## src/hw/rtl/htbe_pkg.sv

```systemverilog
// Package: widths, fixed-point constants, stage payload types and shared helpers.
package htbe_pkg;

    localparam int FRAC_BITS = 16;
    localparam int TIME_W    = 32;
    localparam int DIFF_W    = TIME_W + 1;
    localparam int STEP_W    = 31;
    localparam int OUT_W     = 32;
    localparam int CAP_BITS  = 46;
    localparam int COEF_W    = CAP_BITS + 2;

    // front multiply: |t - tj| (32b) times inverse step
    localparam int PROD_W    = TIME_W + STEP_W;
    localparam int M_W       = PROD_W - FRAC_BITS;

    // derivative cells: magnitude split in two halves
    localparam int HALF_W    = COEF_W / 2;
    localparam int PP_W      = HALF_W + STEP_W;
    localparam int FULL_W    = COEF_W + STEP_W;
    localparam int DM_W      = FULL_W - FRAC_BITS;

    // Horner cells: clamped accumulator times z
    localparam int Z_W       = FRAC_BITS + 1;
    localparam int HP_W      = CAP_BITS + Z_W;

    typedef logic signed [COEF_W-1:0] coef_t;
    typedef logic [Z_W-1:0]           z_t;
    typedef logic [1:0]               dcnt_t;

    localparam logic [COEF_W-1:0] CAP_MAG = COEF_W'((64'd1 << CAP_BITS) - 64'd1);
    localparam coef_t CAP_Q   = coef_t'(CAP_MAG);
    localparam coef_t Q_ONE   = coef_t'(1 << FRAC_BITS);
    localparam coef_t Q_TWO   = coef_t'(2 << FRAC_BITS);
    localparam coef_t Q_THREE = coef_t'(3 << FRAC_BITS);
    localparam z_t    Z_ONE   = z_t'(1 << FRAC_BITS);
    localparam coef_t OUT_MAX = coef_t'((64'sd1 <<< (OUT_W - 1)) - 64'sd1);
    localparam coef_t OUT_MIN = -coef_t'(64'sd1 <<< (OUT_W - 1));
    localparam logic [STEP_W-1:0] STEP_RESET = STEP_W'(1 << FRAC_BITS);

    typedef enum logic {
        REG_TIME_STEP    = 1'b0,
        REG_INVERSE_STEP = 1'b1
    } cfg_reg_t;

    typedef struct packed {
        logic [STEP_W-1:0] time_step;
        logic [STEP_W-1:0] inverse_step;
    } cfg_t;

    // beat handed from cell to cell
    typedef struct packed {
        coef_t [3:0] c;     // polynomial coefficients, c[0] constant term
        coef_t       acc;   // Horner accumulator
        z_t          z;     // local coordinate within the piece
        dcnt_t       cnt;   // derivatives still to take
    } cell_data_t;

    function automatic coef_t sat_cap(input logic signed [COEF_W:0] x);
        logic signed [COEF_W:0] lim;
        lim = (COEF_W + 1)'(CAP_Q);
        if (x > lim) begin
            return CAP_Q;
        end
        else if (x < -lim) begin
            return -CAP_Q;
        end
        else begin
            return coef_t'(x[COEF_W-1:0]);
        end
    endfunction

endpackage

```

## src/hw/rtl/htbe_horner_cell.sv

```systemverilog
// Horner cell: acc = (acc + top coefficient) * z, two stages.
module htbe_horner_cell (
    input  logic                              clk,
    input  logic                              rst_n,
    input  logic                              up_valid,
    output logic                              up_ready,
    input  htbe_pkg::cell_data_t              up_data,
    output logic                              dn_valid,
    input  logic                              dn_ready,
    output htbe_pkg::cell_data_t              dn_data
);

    logic                                     a_vld_reg;
    htbe_pkg::cell_data_t                     a_data_reg;
    htbe_pkg::coef_t                          a_sum_reg;
    logic                                     b_vld_reg;
    htbe_pkg::cell_data_t                     b_data_reg;

    logic                                     ld_a, ld_b;
    logic signed [htbe_pkg::COEF_W:0]         sum_w;
    htbe_pkg::cell_data_t                     a_next;
    logic                                     neg;
    logic [htbe_pkg::CAP_BITS-1:0]            um;
    logic [htbe_pkg::HP_W-1:0]                prod;
    htbe_pkg::coef_t                          mval;
    htbe_pkg::cell_data_t                     b_next;

    assign ld_b     = !b_vld_reg || dn_ready;
    assign ld_a     = !a_vld_reg || ld_b;
    assign up_ready = ld_a;
    assign dn_valid = b_vld_reg;
    assign dn_data  = b_data_reg;

    // stage A: clamped sum, next coefficient moves to the top
    always_comb
    begin
        sum_w = (htbe_pkg::COEF_W + 1)'(htbe_pkg::coef_t'(up_data.acc))
              + (htbe_pkg::COEF_W + 1)'(htbe_pkg::coef_t'(up_data.c[3]));
        a_next      = up_data;
        a_next.c[3] = up_data.c[2];
        a_next.c[2] = up_data.c[1];
        a_next.c[1] = up_data.c[0];
        a_next.c[0] = '0;
    end

    // stage B: z <= 1.0, so the product never exceeds the cap
    always_comb
    begin
        neg  = (a_sum_reg < 0);
        um   = neg ? htbe_pkg::CAP_BITS'(-a_sum_reg) : htbe_pkg::CAP_BITS'(a_sum_reg);
        prod = htbe_pkg::HP_W'(um) * htbe_pkg::HP_W'(a_data_reg.z);
        mval = htbe_pkg::coef_t'(prod >> htbe_pkg::FRAC_BITS);
        b_next     = a_data_reg;
        b_next.acc = neg ? -mval : mval;
    end

    always_ff @(posedge clk or negedge rst_n)
    begin
        if (!rst_n) begin
            a_vld_reg <= 1'b0;
            b_vld_reg <= 1'b0;
        end
        else begin
            if (ld_a) a_vld_reg <= up_valid;
            if (ld_b) b_vld_reg <= a_vld_reg;
        end
    end

    always_ff @(posedge clk)
    begin
        if (ld_a && up_valid) begin
            a_data_reg <= a_next;
            a_sum_reg  <= htbe_pkg::sat_cap(sum_w);
        end
        if (ld_b && a_vld_reg) begin
            b_data_reg <= b_next;
        end
    end

endmodule

```

## config.mk

```make
export PLATFORM = sky130hd
export DESIGN_NAME = htbe_horner_cell
export DESIGN_NICKNAME = d
export VERILOG_FILES = /design/src/hw/rtl/htbe_pkg.sv /design/src/hw/rtl/htbe_horner_cell.sv
export SDC_FILE = /design/constraint.sdc
export NUM_CORES = 2
export LEC_CHECK = 0
export BUFFER_PORTS_ARGS = -buffer_cell sky130_fd_sc_hd__buf_2
export CAP_MARGIN = 20
export CORE_MARGIN = 2
export CORE_UTILIZATION = 65
export CTS_BUF_LIST = sky130_fd_sc_hd__clkbuf_4 sky130_fd_sc_hd__clkbuf_8 sky130_fd_sc_hd__clkbuf_16
export CTS_CLUSTER_DIAMETER = 100
export DETAILED_ROUTE_END_ITERATION = 16
export GPL_TIMING_DRIVEN = 0
export PLACE_DENSITY = 0.92
export SETUP_SLACK_MARGIN = 0.2
export SYNTH_ARGS = -nofsm -noshare
export SYNTH_HDL_FRONTEND = slang
export SYNTH_SLANG_ARGS = --single-unit
```

## constraint.sdc

```tcl
create_clock -name clk -period 22.5 [get_ports clk]
set_input_delay 2.25 -clock clk [delete_from_list [all_inputs] [get_ports clk]]
set_output_delay 2.25 -clock clk [all_outputs]
set_load 0.05 [all_outputs]
```

==> metrics.yaml <==
syn_inst: 4357
io_buffers: 475
crit_type: "reg -> reg"
htreeDepth: 2
synth-edff-count: 421
ctsHoldBuffers: 0
cp.required_ns: 22.79
grt-ovfl-total: 0
post-place-ws_ns: 9.882
max_freq_mhz: 78.07
cts_buffers: 41
start_util_pct: 65.43
antenna_found_initial: 11
dr.first_iter.drc_count: 4183
ioPinCount: 524
drc: 0
synthArstFlopShare_pct: 0.4728
gp_congestion: 1.001
rsz0062_at_grt: "no"
cts_setup_buffers: 0
grt_max_degree: 79
grt_first_pass_wirelength_um: 204800
startpoint_type: "register"
postCtsResizedCells: 0
end_kind: "register"
final_util_pct: 73.17
fp.dieW_um: 263.8
layout_worst_path_cycle_share_pct: 56.93
synth.distinct_cells: 90
grt_use_total_pct: 39.01
ys_ff_latch: 423
period_needed_ns: 12.81
max_stage_delay_ns: 0.63
post_drt_wl_per_cell_um: 23.02
nNetsFinal: 6042
hold_viol_final: 0
drt_pass1_iterations: 8
syn_area_um2: 43870
cts_tree: "yes"
clockRootBuffer: "clkbuf_16"
slew_violations: 0
cp.arrival_ns: 13.10
viasPerCell: 6.039
dieArea_um2: 69580
cpMaxStageDelayCell: "clkbuf_1"
routed_wl_um: 134500
tns_ns: 0
hp-class: "reg -> reg"
skew_ns: 0.03255
hpwl_um: 108400
crit_top_cell: "fa_1"
status: "finished clean"
cap_viol_max_count: 0
grt_pass1_vias: 36230
synth_warnings: 0
clkTransAtPathRegs_ns: 0.06
synth_ff_type: "edfxtp_1"
worstPathBufferInverterCount: 9
synth.avg_cell_area_um2: 10.07
dr_total_vias: 35290
ys_seq_area_share_pct: 28.93
final-setup-viol-count: 0
slew_headroom_pct: 15.72
drive_gt1_share_pct: 13.01
largest_register_ffs: 211
cp_max_fo: 10
coreArea_um2: 67040
die-height_um: 263.8
final_cell_mix: "inv_1, nand2_1, fa_1, buf_2, edfxtp_1"
ant_nets: 0
insertion_delay_ns: 0.59
cpLargestDelayFamily: "adder cells"
final_common_cell: "inv_1"
clock-sinks: 423
fin_ws_ns: 9.692
row_count: 95
areaGrowthSynthToFinish_pct: 11.83
worstMarginPinSlew_ns: 1.255
clockBufferDepth: 3
==> worst paths after layout <==
check	from	to	slack, ns	cells after the start
min reg2reg	a_data_reg[121]	dn_data[121]	0.41	0
min	a_data_reg[121]	dn_data[121]	0.41	0
max in group asynchronous	rst_n	a_vld_reg	20.95	1
max reg2reg	a_sum_reg[0]	dn_data[60]	9.69	36
max	a_sum_reg[0]	dn_data[60]	9.69	36
min in group asynchronous	rst_n	dn_valid	1.44	1
==> cell usage after synthesis (6+ instances only) <==
cell type	n	area (µm²)
a211o_1	8	70.07
a211oi_1	12	90.09
a21boi_0	11	82.58
a21o_1	41	307.8
a21oi_1	160	800.8
a221oi_1	7	61.31
a31oi_1	18	112.6
and2_1	288	1802
and3_1	20	125.1
and4_1	8	70.07
buf_1	13	48.80
buf_2	8	40.04
buf_4	49	367.9
clkbuf_1	184	690.7
edfxtp_1	421	12640
fa_1	658	13170
ha_1	185	2315
inv_1	759	2849
nand2_1	663	2489
nand2b_1	31	193.9
nand3_1	39	195.2
nand4_1	50	312.8
nor2_1	97	364.1
nor2b_1	7	43.79
nor3_1	30	150.1
nor4_1	21	131.4
o2111ai_1	9	78.83
o211ai_1	38	285.3
o21a_1	21	157.7
o21ai_0	125	625.6
o21ai_1	11	55.05
o21bai_1	20	150.1
o31ai_1	31	232.7
o41ai_1	9	78.83
or2_2	6	37.54
or3_1	24	150.1
or4_1	9	67.56
xnor2_1	112	980.9
xor2_1	48	420.4
==> final cells by class <==
cell class | instances | area [µm²]
Clock inverter | 24 | 239.0
Tap cell | 873 | 1092
Timing Repair Buffer | 489 | 2572
Fill cell | 4576 | 17980
Multi-Input combinational cell | 2967 | 27350
Buffer | 255 | 1159
Inverter | 759 | 2849
Antenna cell | 4 | 10.01
Clock buffer | 50 | 1094
Sequential cell | 423 | 12690
==> logic make-up after synthesis <==
| group | count (synthesis) | share of synthesized area, % |
|---|---|---|
| AOI/OAI and AO/OA | 585 | 8.671 |
| xor gates and xnor gates | 160 | 3.195 |
| adders and majority gates | 843 | 35.31 |
| buffers and inverters | 1014 | 9.136 |
| DFF | 423 | 28.93 |
| muxes | 4 | 0.09413 |
| other | 1 | 0.008549 |
| and+or+nand+nor | 1327 | 14.66 |
==> per-layer routing <==
metal / vias up / GRT usage [%] / share of wire (%)
met3: 534 / 12.13 / 13
li1: 15080 / - / -
met5: - / 0 / 0.11
met1: 17140 / 48.40 / 34
met2: 2510 / 62.42 / 46
met4: 19 / 19.38 / 6.1
==> per-stage QoR <==
stage,hold WS (ns),std cells,area (µm²)
floorplan,0.4003,4404,44040
global placement,0.4002,5752,47510
detailed placement,0.4045,5761,47680
CTS,0.4111,5835,49010
global route,0.4115,5841,49050
finish,0.4052,5844,49060
Power is not shown: default switching activity piles up to over one toggle a cycle in this logic, so the estimate is an artifact.
