===== src/hw/rtl/htbe_pkg.sv =====
// Package: widths, fixed-point constants, stage payload types and shared helpers.
package htbe_pkg;

    localparam int FRAC_BITS = 16;
    localparam int TIME_W    = 32;
    localparam int DIFF_W    = TIME_W + 1;
    localparam int STEP_W    = 31;
    localparam int OUT_W     = 32;
    localparam int CAP_BITS  = 46;
    localparam int COEF_W    = CAP_BITS + 2;

    // front multiply: |t - tj| (32b) times inverse step
    localparam int PROD_W    = TIME_W + STEP_W;
    localparam int M_W       = PROD_W - FRAC_BITS;

    // derivative cells: magnitude split in two halves
    localparam int HALF_W    = COEF_W / 2;
    localparam int PP_W      = HALF_W + STEP_W;
    localparam int FULL_W    = COEF_W + STEP_W;
    localparam int DM_W      = FULL_W - FRAC_BITS;

    // Horner cells: clamped accumulator times z
    localparam int Z_W       = FRAC_BITS + 1;
    localparam int HP_W      = CAP_BITS + Z_W;

    typedef logic signed [COEF_W-1:0] coef_t;
    typedef logic [Z_W-1:0]           z_t;
    typedef logic [1:0]               dcnt_t;

    localparam logic [COEF_W-1:0] CAP_MAG = COEF_W'((64'd1 << CAP_BITS) - 64'd1);
    localparam coef_t CAP_Q   = coef_t'(CAP_MAG);
    localparam coef_t Q_ONE   = coef_t'(1 << FRAC_BITS);
    localparam coef_t Q_TWO   = coef_t'(2 << FRAC_BITS);
    localparam coef_t Q_THREE = coef_t'(3 << FRAC_BITS);
    localparam z_t    Z_ONE   = z_t'(1 << FRAC_BITS);
    localparam coef_t OUT_MAX = coef_t'((64'sd1 <<< (OUT_W - 1)) - 64'sd1);
    localparam coef_t OUT_MIN = -coef_t'(64'sd1 <<< (OUT_W - 1));
    localparam logic [STEP_W-1:0] STEP_RESET = STEP_W'(1 << FRAC_BITS);

    typedef enum logic {
        REG_TIME_STEP    = 1'b0,
        REG_INVERSE_STEP = 1'b1
    } cfg_reg_t;

    typedef struct packed {
        logic [STEP_W-1:0] time_step;
        logic [STEP_W-1:0] inverse_step;
    } cfg_t;

    // beat handed from cell to cell
    typedef struct packed {
        coef_t [3:0] c;     // polynomial coefficients, c[0] constant term
        coef_t       acc;   // Horner accumulator
        z_t          z;     // local coordinate within the piece
        dcnt_t       cnt;   // derivatives still to take
    } cell_data_t;

    function automatic coef_t sat_cap(input logic signed [COEF_W:0] x);
        logic signed [COEF_W:0] lim;
        lim = (COEF_W + 1)'(CAP_Q);
        if (x > lim) begin
            return CAP_Q;
        end
        else if (x < -lim) begin
            return -CAP_Q;
        end
        else begin
            return coef_t'(x[COEF_W-1:0]);
        end
    endfunction

endpackage


===== src/hw/rtl/htbe_front.sv =====
// Front end: local coordinate z, range test, piece select and base coefficients.
module htbe_front (
    input  logic                              clk,
    input  logic                              rst_n,
    input  htbe_pkg::cfg_t                    cfg,
    input  logic                              up_valid,
    output logic                              up_ready,
    input  logic signed [htbe_pkg::TIME_W-1:0] sample_time,
    input  logic signed [htbe_pkg::TIME_W-1:0] knot_time,
    input  logic                              element_kind,
    input  logic [2:0]                        deriv_order,
    output logic                              dn_valid,
    input  logic                              dn_ready,
    output htbe_pkg::cell_data_t              dn_data
);

    // stage 1: difference
    logic                                    s1_vld_reg;
    logic signed [htbe_pkg::DIFF_W-1:0]      s1_diff_reg;
    logic                                    s1_kind_reg;
    logic [2:0]                              s1_order_reg;
    // stage 2: product
    logic                                    s2_vld_reg;
    logic [htbe_pkg::PROD_W-1:0]             s2_prod_reg;
    logic                                    s2_neg_reg;
    logic                                    s2_kind_reg;
    logic [2:0]                              s2_order_reg;
    // stage 3: coefficients
    logic                                    s3_vld_reg;
    htbe_pkg::cell_data_t                    s3_data_reg;
    htbe_pkg::cell_data_t                    s3_next;

    logic                                    ld1, ld2, ld3;
    logic [htbe_pkg::TIME_W-1:0]             diff_mag;
    logic [htbe_pkg::M_W-1:0]                m;
    logic [htbe_pkg::Z_W-1:0]                mz;
    logic                                    in_range;
    logic                                    right;
    htbe_pkg::coef_t                         h;

    assign ld3      = !s3_vld_reg || dn_ready;
    assign ld2      = !s2_vld_reg || ld3;
    assign ld1      = !s1_vld_reg || ld2;
    assign up_ready = ld1;
    assign dn_valid = s3_vld_reg;
    assign dn_data  = s3_data_reg;

    assign diff_mag = (s1_diff_reg < 0) ? htbe_pkg::TIME_W'(-s1_diff_reg)
                                        : htbe_pkg::TIME_W'(s1_diff_reg);

    always_comb
    begin
        m        = htbe_pkg::M_W'(s2_prod_reg >> htbe_pkg::FRAC_BITS);
        mz       = m[htbe_pkg::Z_W-1:0];
        in_range = (m <= htbe_pkg::M_W'(htbe_pkg::Z_ONE));
        right    = !s2_neg_reg && (m != '0);
        h        = htbe_pkg::coef_t'({{(htbe_pkg::COEF_W - htbe_pkg::STEP_W){1'b0}},
                                      cfg.time_step});

        s3_next     = '0;
        s3_next.cnt = s2_order_reg[1:0];
        s3_next.z   = right ? mz : (htbe_pkg::Z_ONE - mz);
        if (!s2_kind_reg) begin
            if (right) begin
                s3_next.c[0] = htbe_pkg::Q_ONE;
                s3_next.c[2] = -htbe_pkg::Q_THREE;
                s3_next.c[3] = htbe_pkg::Q_TWO;
            end
            else begin
                s3_next.c[2] = htbe_pkg::Q_THREE;
                s3_next.c[3] = -htbe_pkg::Q_TWO;
            end
        end
        else begin
            if (right) begin
                s3_next.c[1] = h;
                s3_next.c[2] = -(h <<< 1);
                s3_next.c[3] = h;
            end
            else begin
                s3_next.c[2] = -h;
                s3_next.c[3] = h;
            end
        end
        // |t - tj| scaled above 1.0 or order above three: all-zero polynomial, z cleared
        if (!in_range || s2_order_reg[2]) begin
            s3_next.c = '0;
            s3_next.z = '0;
        end
    end

    always_ff @(posedge clk or negedge rst_n)
    begin
        if (!rst_n) begin
            s1_vld_reg <= 1'b0;
            s2_vld_reg <= 1'b0;
            s3_vld_reg <= 1'b0;
        end
        else begin
            if (ld1) s1_vld_reg <= up_valid;
            if (ld2) s2_vld_reg <= s1_vld_reg;
            if (ld3) s3_vld_reg <= s2_vld_reg;
        end
    end

    always_ff @(posedge clk)
    begin
        if (ld1 && up_valid) begin
            s1_diff_reg  <= htbe_pkg::DIFF_W'(sample_time) - htbe_pkg::DIFF_W'(knot_time);
            s1_kind_reg  <= element_kind;
            s1_order_reg <= deriv_order;
        end
        if (ld2 && s1_vld_reg) begin
            s2_prod_reg  <= htbe_pkg::PROD_W'(diff_mag) * htbe_pkg::PROD_W'(cfg.inverse_step);
            s2_neg_reg   <= (s1_diff_reg < 0);
            s2_kind_reg  <= s1_kind_reg;
            s2_order_reg <= s1_order_reg;
        end
        if (ld3 && s2_vld_reg) begin
            s3_data_reg <= s3_next;
        end
    end

endmodule


===== config.mk =====
export PLATFORM = sky130hd
export DESIGN_NAME = htbe_front
export DESIGN_NICKNAME = d
export VERILOG_FILES = /design/src/hw/rtl/htbe_pkg.sv /design/src/hw/rtl/htbe_front.sv
export SDC_FILE = /design/constraint.sdc
export NUM_CORES = 2
export LEC_CHECK = 0
export BUFFER_PORTS_ARGS = -buffer_cell sky130_fd_sc_hd__buf_2
export CORE_MARGIN = 2
export CORE_UTILIZATION = 40
export DETAILED_ROUTE_END_ITERATION = 7
export HOLD_SLACK_MARGIN = 0.15
export PLACE_DENSITY_LB_ADDON = 0.2
export RECOVER_POWER = 25
export SYNTH_ARGS = -nofsm -noshare
export SYNTH_HDL_FRONTEND = slang
export SYNTH_SLANG_ARGS = --single-unit

===== constraint.sdc =====
create_clock -name clk -period 10.8 [get_ports clk]
set_input_delay 2.16 -clock clk [delete_from_list [all_inputs] [get_ports clk]]
set_output_delay 2.16 -clock clk [all_outputs]
set_load 0.01 [all_outputs]

==> metrics.txt <==
Total GRT Usage=0.219; Longest Clk Path Bufs=3; clock insertion delay at the later pin of the skew report=590 ps; Avg WL per Cell=19.2 µm; layout net count=6032; R2R Setup Slk=570 ps; Critical Path End=s2_prod_reg[57]$_DFFE_PP_; fillers=10792; drt total wl=120000 µm; worst-margin pin slew=3710 ps; CTS HTree Levels=1; FMAX=0.0977 GHz; setup TNS=0 ps; post-synthesis async set-or-reset flop share=0.0135; RSZ-0062 raised after global routing=false; Final Hold Vio Count=0; crit-path max FO=18; Worst R2R Path Depth=32; Starting DRT DRC Count=1751; met2 wire len=58600 µm; # DRC=0; Port Buf Inserts=282; Area growth syn-to-layout=7.83%; RePlAce Congestion=0.877; met1 wire length=51000 µm; clock slew at reported path FFs=60 ps; root buf cell=clkbuf_16; Initial Util=0.404; count of cell types in the netlist=78; global route overflow=0; Ys Warns=0; Largest delay share family, worst path=adder cells; Buf/Inv on CP=7; max_cap viols=4; core area=0.109 mm²; Layout Cells excl Fill=6245; cts bufs inserted=28; Hold Crit Class=flip-flop to flip-flop; DR WL met3=6780 µm; final setup vio count=0; highest metal used=met5; beginning of the critical path=s1_diff_reg[2]$_DFFE_PP_; RR Endpoint=s2_prod_reg[57]$_DFFE_PP_; Inst Count DP=6190; std cell rows=121; Critical Path End Type=flip-flop; number of global-route vias before repair=33725; critical setup path kind=flip-flop to flip-flop; initial antenna violation count=11; failing checks=capacitance limit, slew limit; CTS tree=built; dpl hpwl=95900 µm; slowest stage delay, CP=560 ps; largest net degree at the start of global routing=76; CP most frequent cell=fa_1; Main synth FF type=edfxtp_1; DR vias/cell=5.05; Syn Area/Cell=9.51 µm²; synthesized cell area=0.0441 mm²; CP Launch Type=flip-flop; TritonRoute pass-1 iters=8; clk_skew=15.5 ps; Max Slew Vio Count=203; Mapped Cells=4638; slowest cell on the critical path=or4_1; Largest register FFs=131; Critical Path RT=11130 ps; cell count along the critical path=32; first-pass GRT wire length=192000 µm; Final Core Density=0.436; setup bufs post-CTS=0; clk sink count=223; fin crit share=0.947; Detail Route Antenna Nets=0; reg2reg start=s1_diff_reg[2]$_DFFE_PP_; Yosys reg bits=223; layout cell share with drive strength beyond 1=0.0930; min Tclk post-route=10230 ps; status=finished with violations; I/O Pins=395; chip width=336 µm; worst path arrival time=10560 ps; via count=31528; die area=0.113 mm²; register area share after synthesis=0.152; Max-Slew Margin vs Limit=-1.48; Die Y-Extent=336 µm; Post-synth EDFFs=220; hold path depth=0
[how the worst min path moves through the flow]
stage | startpoint | to | slack [ps]
floorplan | s2_order_reg[0]$_DFFE_PP_ | dn_data[0]$_DFFE_PP_ | 400
global placement | s2_order_reg[1]$_DFFE_PP_ | dn_data[1]$_DFFE_PP_ | 400
detailed placement | s1_order_reg[1]$_DFFE_PP_ | s2_order_reg[1]$_DFFE_PP_ | 410
CTS | s1_order_reg[1]$_DFFE_PP_ | s2_order_reg[1]$_DFFE_PP_ | 420
global route | s1_order_reg[1]$_DFFE_PP_ | s2_order_reg[1]$_DFFE_PP_ | 420
finish | s1_order_reg[1]$_DFFE_PP_ | s2_order_reg[1]$_DFFE_PP_ | 420
[cell usage in the layout, fill, tap and decap left out, types with 42 or more instances in the layout]
cell type,netlist,routed
a21o_1,67,67
a21oi_1,152,152
and2_1,523,520
and3_1,42,42
buf_2,16,280
buf_4,128,63
conb_1,1,112
edfxtp_1,220,220
fa_1,866,866
ha_1,288,288
inv_1,864,864
nand2_1,617,617
nor2_1,90,89
o21ai_0,61,61
xnor2_1,102,75
[repair_timing]
| action | CTS | global route |
|---|---|---|
| hold buffers | 0 | 0 |
| setup endpoints to repair | 0 | 5 |
| gates resized for setup | 0 | 1 |
[stage by stage]
stage,setup slack [ps],hold slack [ps],cell area [µm²]
after CTS,386,421,47500
final,569,419,47500
after floorplan,1770,400,44500
after detailed placement,393,408,46600
after global placement,476,403,46600
after global routing,70.3,423,47500
[synthesized netlist by cell type (all sizes together) (7+ instances only)]
library cell,number,share of area
nand4,31,0.0044
o31ai,20,0.0041
nor3,37,0.0044
clkbuf,236,0.020
xor2,42,0.0083
a31oi,15,0.0021
ha,288,0.082
a211oi,9,0.0015
and2,523,0.074
nor4,16,0.0024
or4,10,0.0017
o21bai,13,0.0022
nor2,91,0.0078
a21oi,152,0.017
o21ai,72,0.0082
xnor2,102,0.020
nand2,617,0.053
nor2b,9,0.0013
nand2b,14,0.0022
nand3,18,0.0020
a21o,67,0.011
edfxtp,220,0.15
or2,7,0.0011
buf,147,0.024
and3,42,0.0060
fa,866,0.39
inv,864,0.074
or3,15,0.0021
o21a,14,0.0024
[worst reg2reg max path: cells and delay by family, from the launching register on]
| kind | cells | cell delay, ps |
|---|---|---|
| adder cells (fa/ha/maj) | 9 | 4240 |
| AND/OR/NAND/NOR | 9 | 2570 |
| AO/OA/AOI/OAI | 5 | 1260 |
| buffers and inverters | 7 | 800 |
| XOR/XNOR | 2 | 610 |
| flip-flops | 1 | 490 |
[metal layers]
metal	up-vias	global-route usage
met5	-	0
met4	4	0.0592
met3	199	0.0231
met2	951	0.373
met1	16200	0.296
li1	14174	-
[kinds of logic after synthesis]
kind of cell	synth area share
compound gates	0.0622
xor+xnor	0.0286
fa+ha+maj	0.475
buf+inv	0.118
flops	0.152
mux	0.000482
other cells	0.0000851
simple gates	0.165
[final cells by class]
type,count,area (µm²),area share
Antenna cell,5,12.5,0.000263
Inverter,864,3240,0.0682
Clock inverter,20,260,0.00547
Multi-Input combinational cell,3279,32900,0.692
Clock buffer,30,708,0.0149
Sequential cell,223,6680,0.141
Tap cell,1476,1850,0.0388
Timing Repair Buffer,348,1890,0.0398
Power is left out: the tool's default activity adds up to more than one toggle a clock period on the data nets, which glitch-free logic cannot reach.
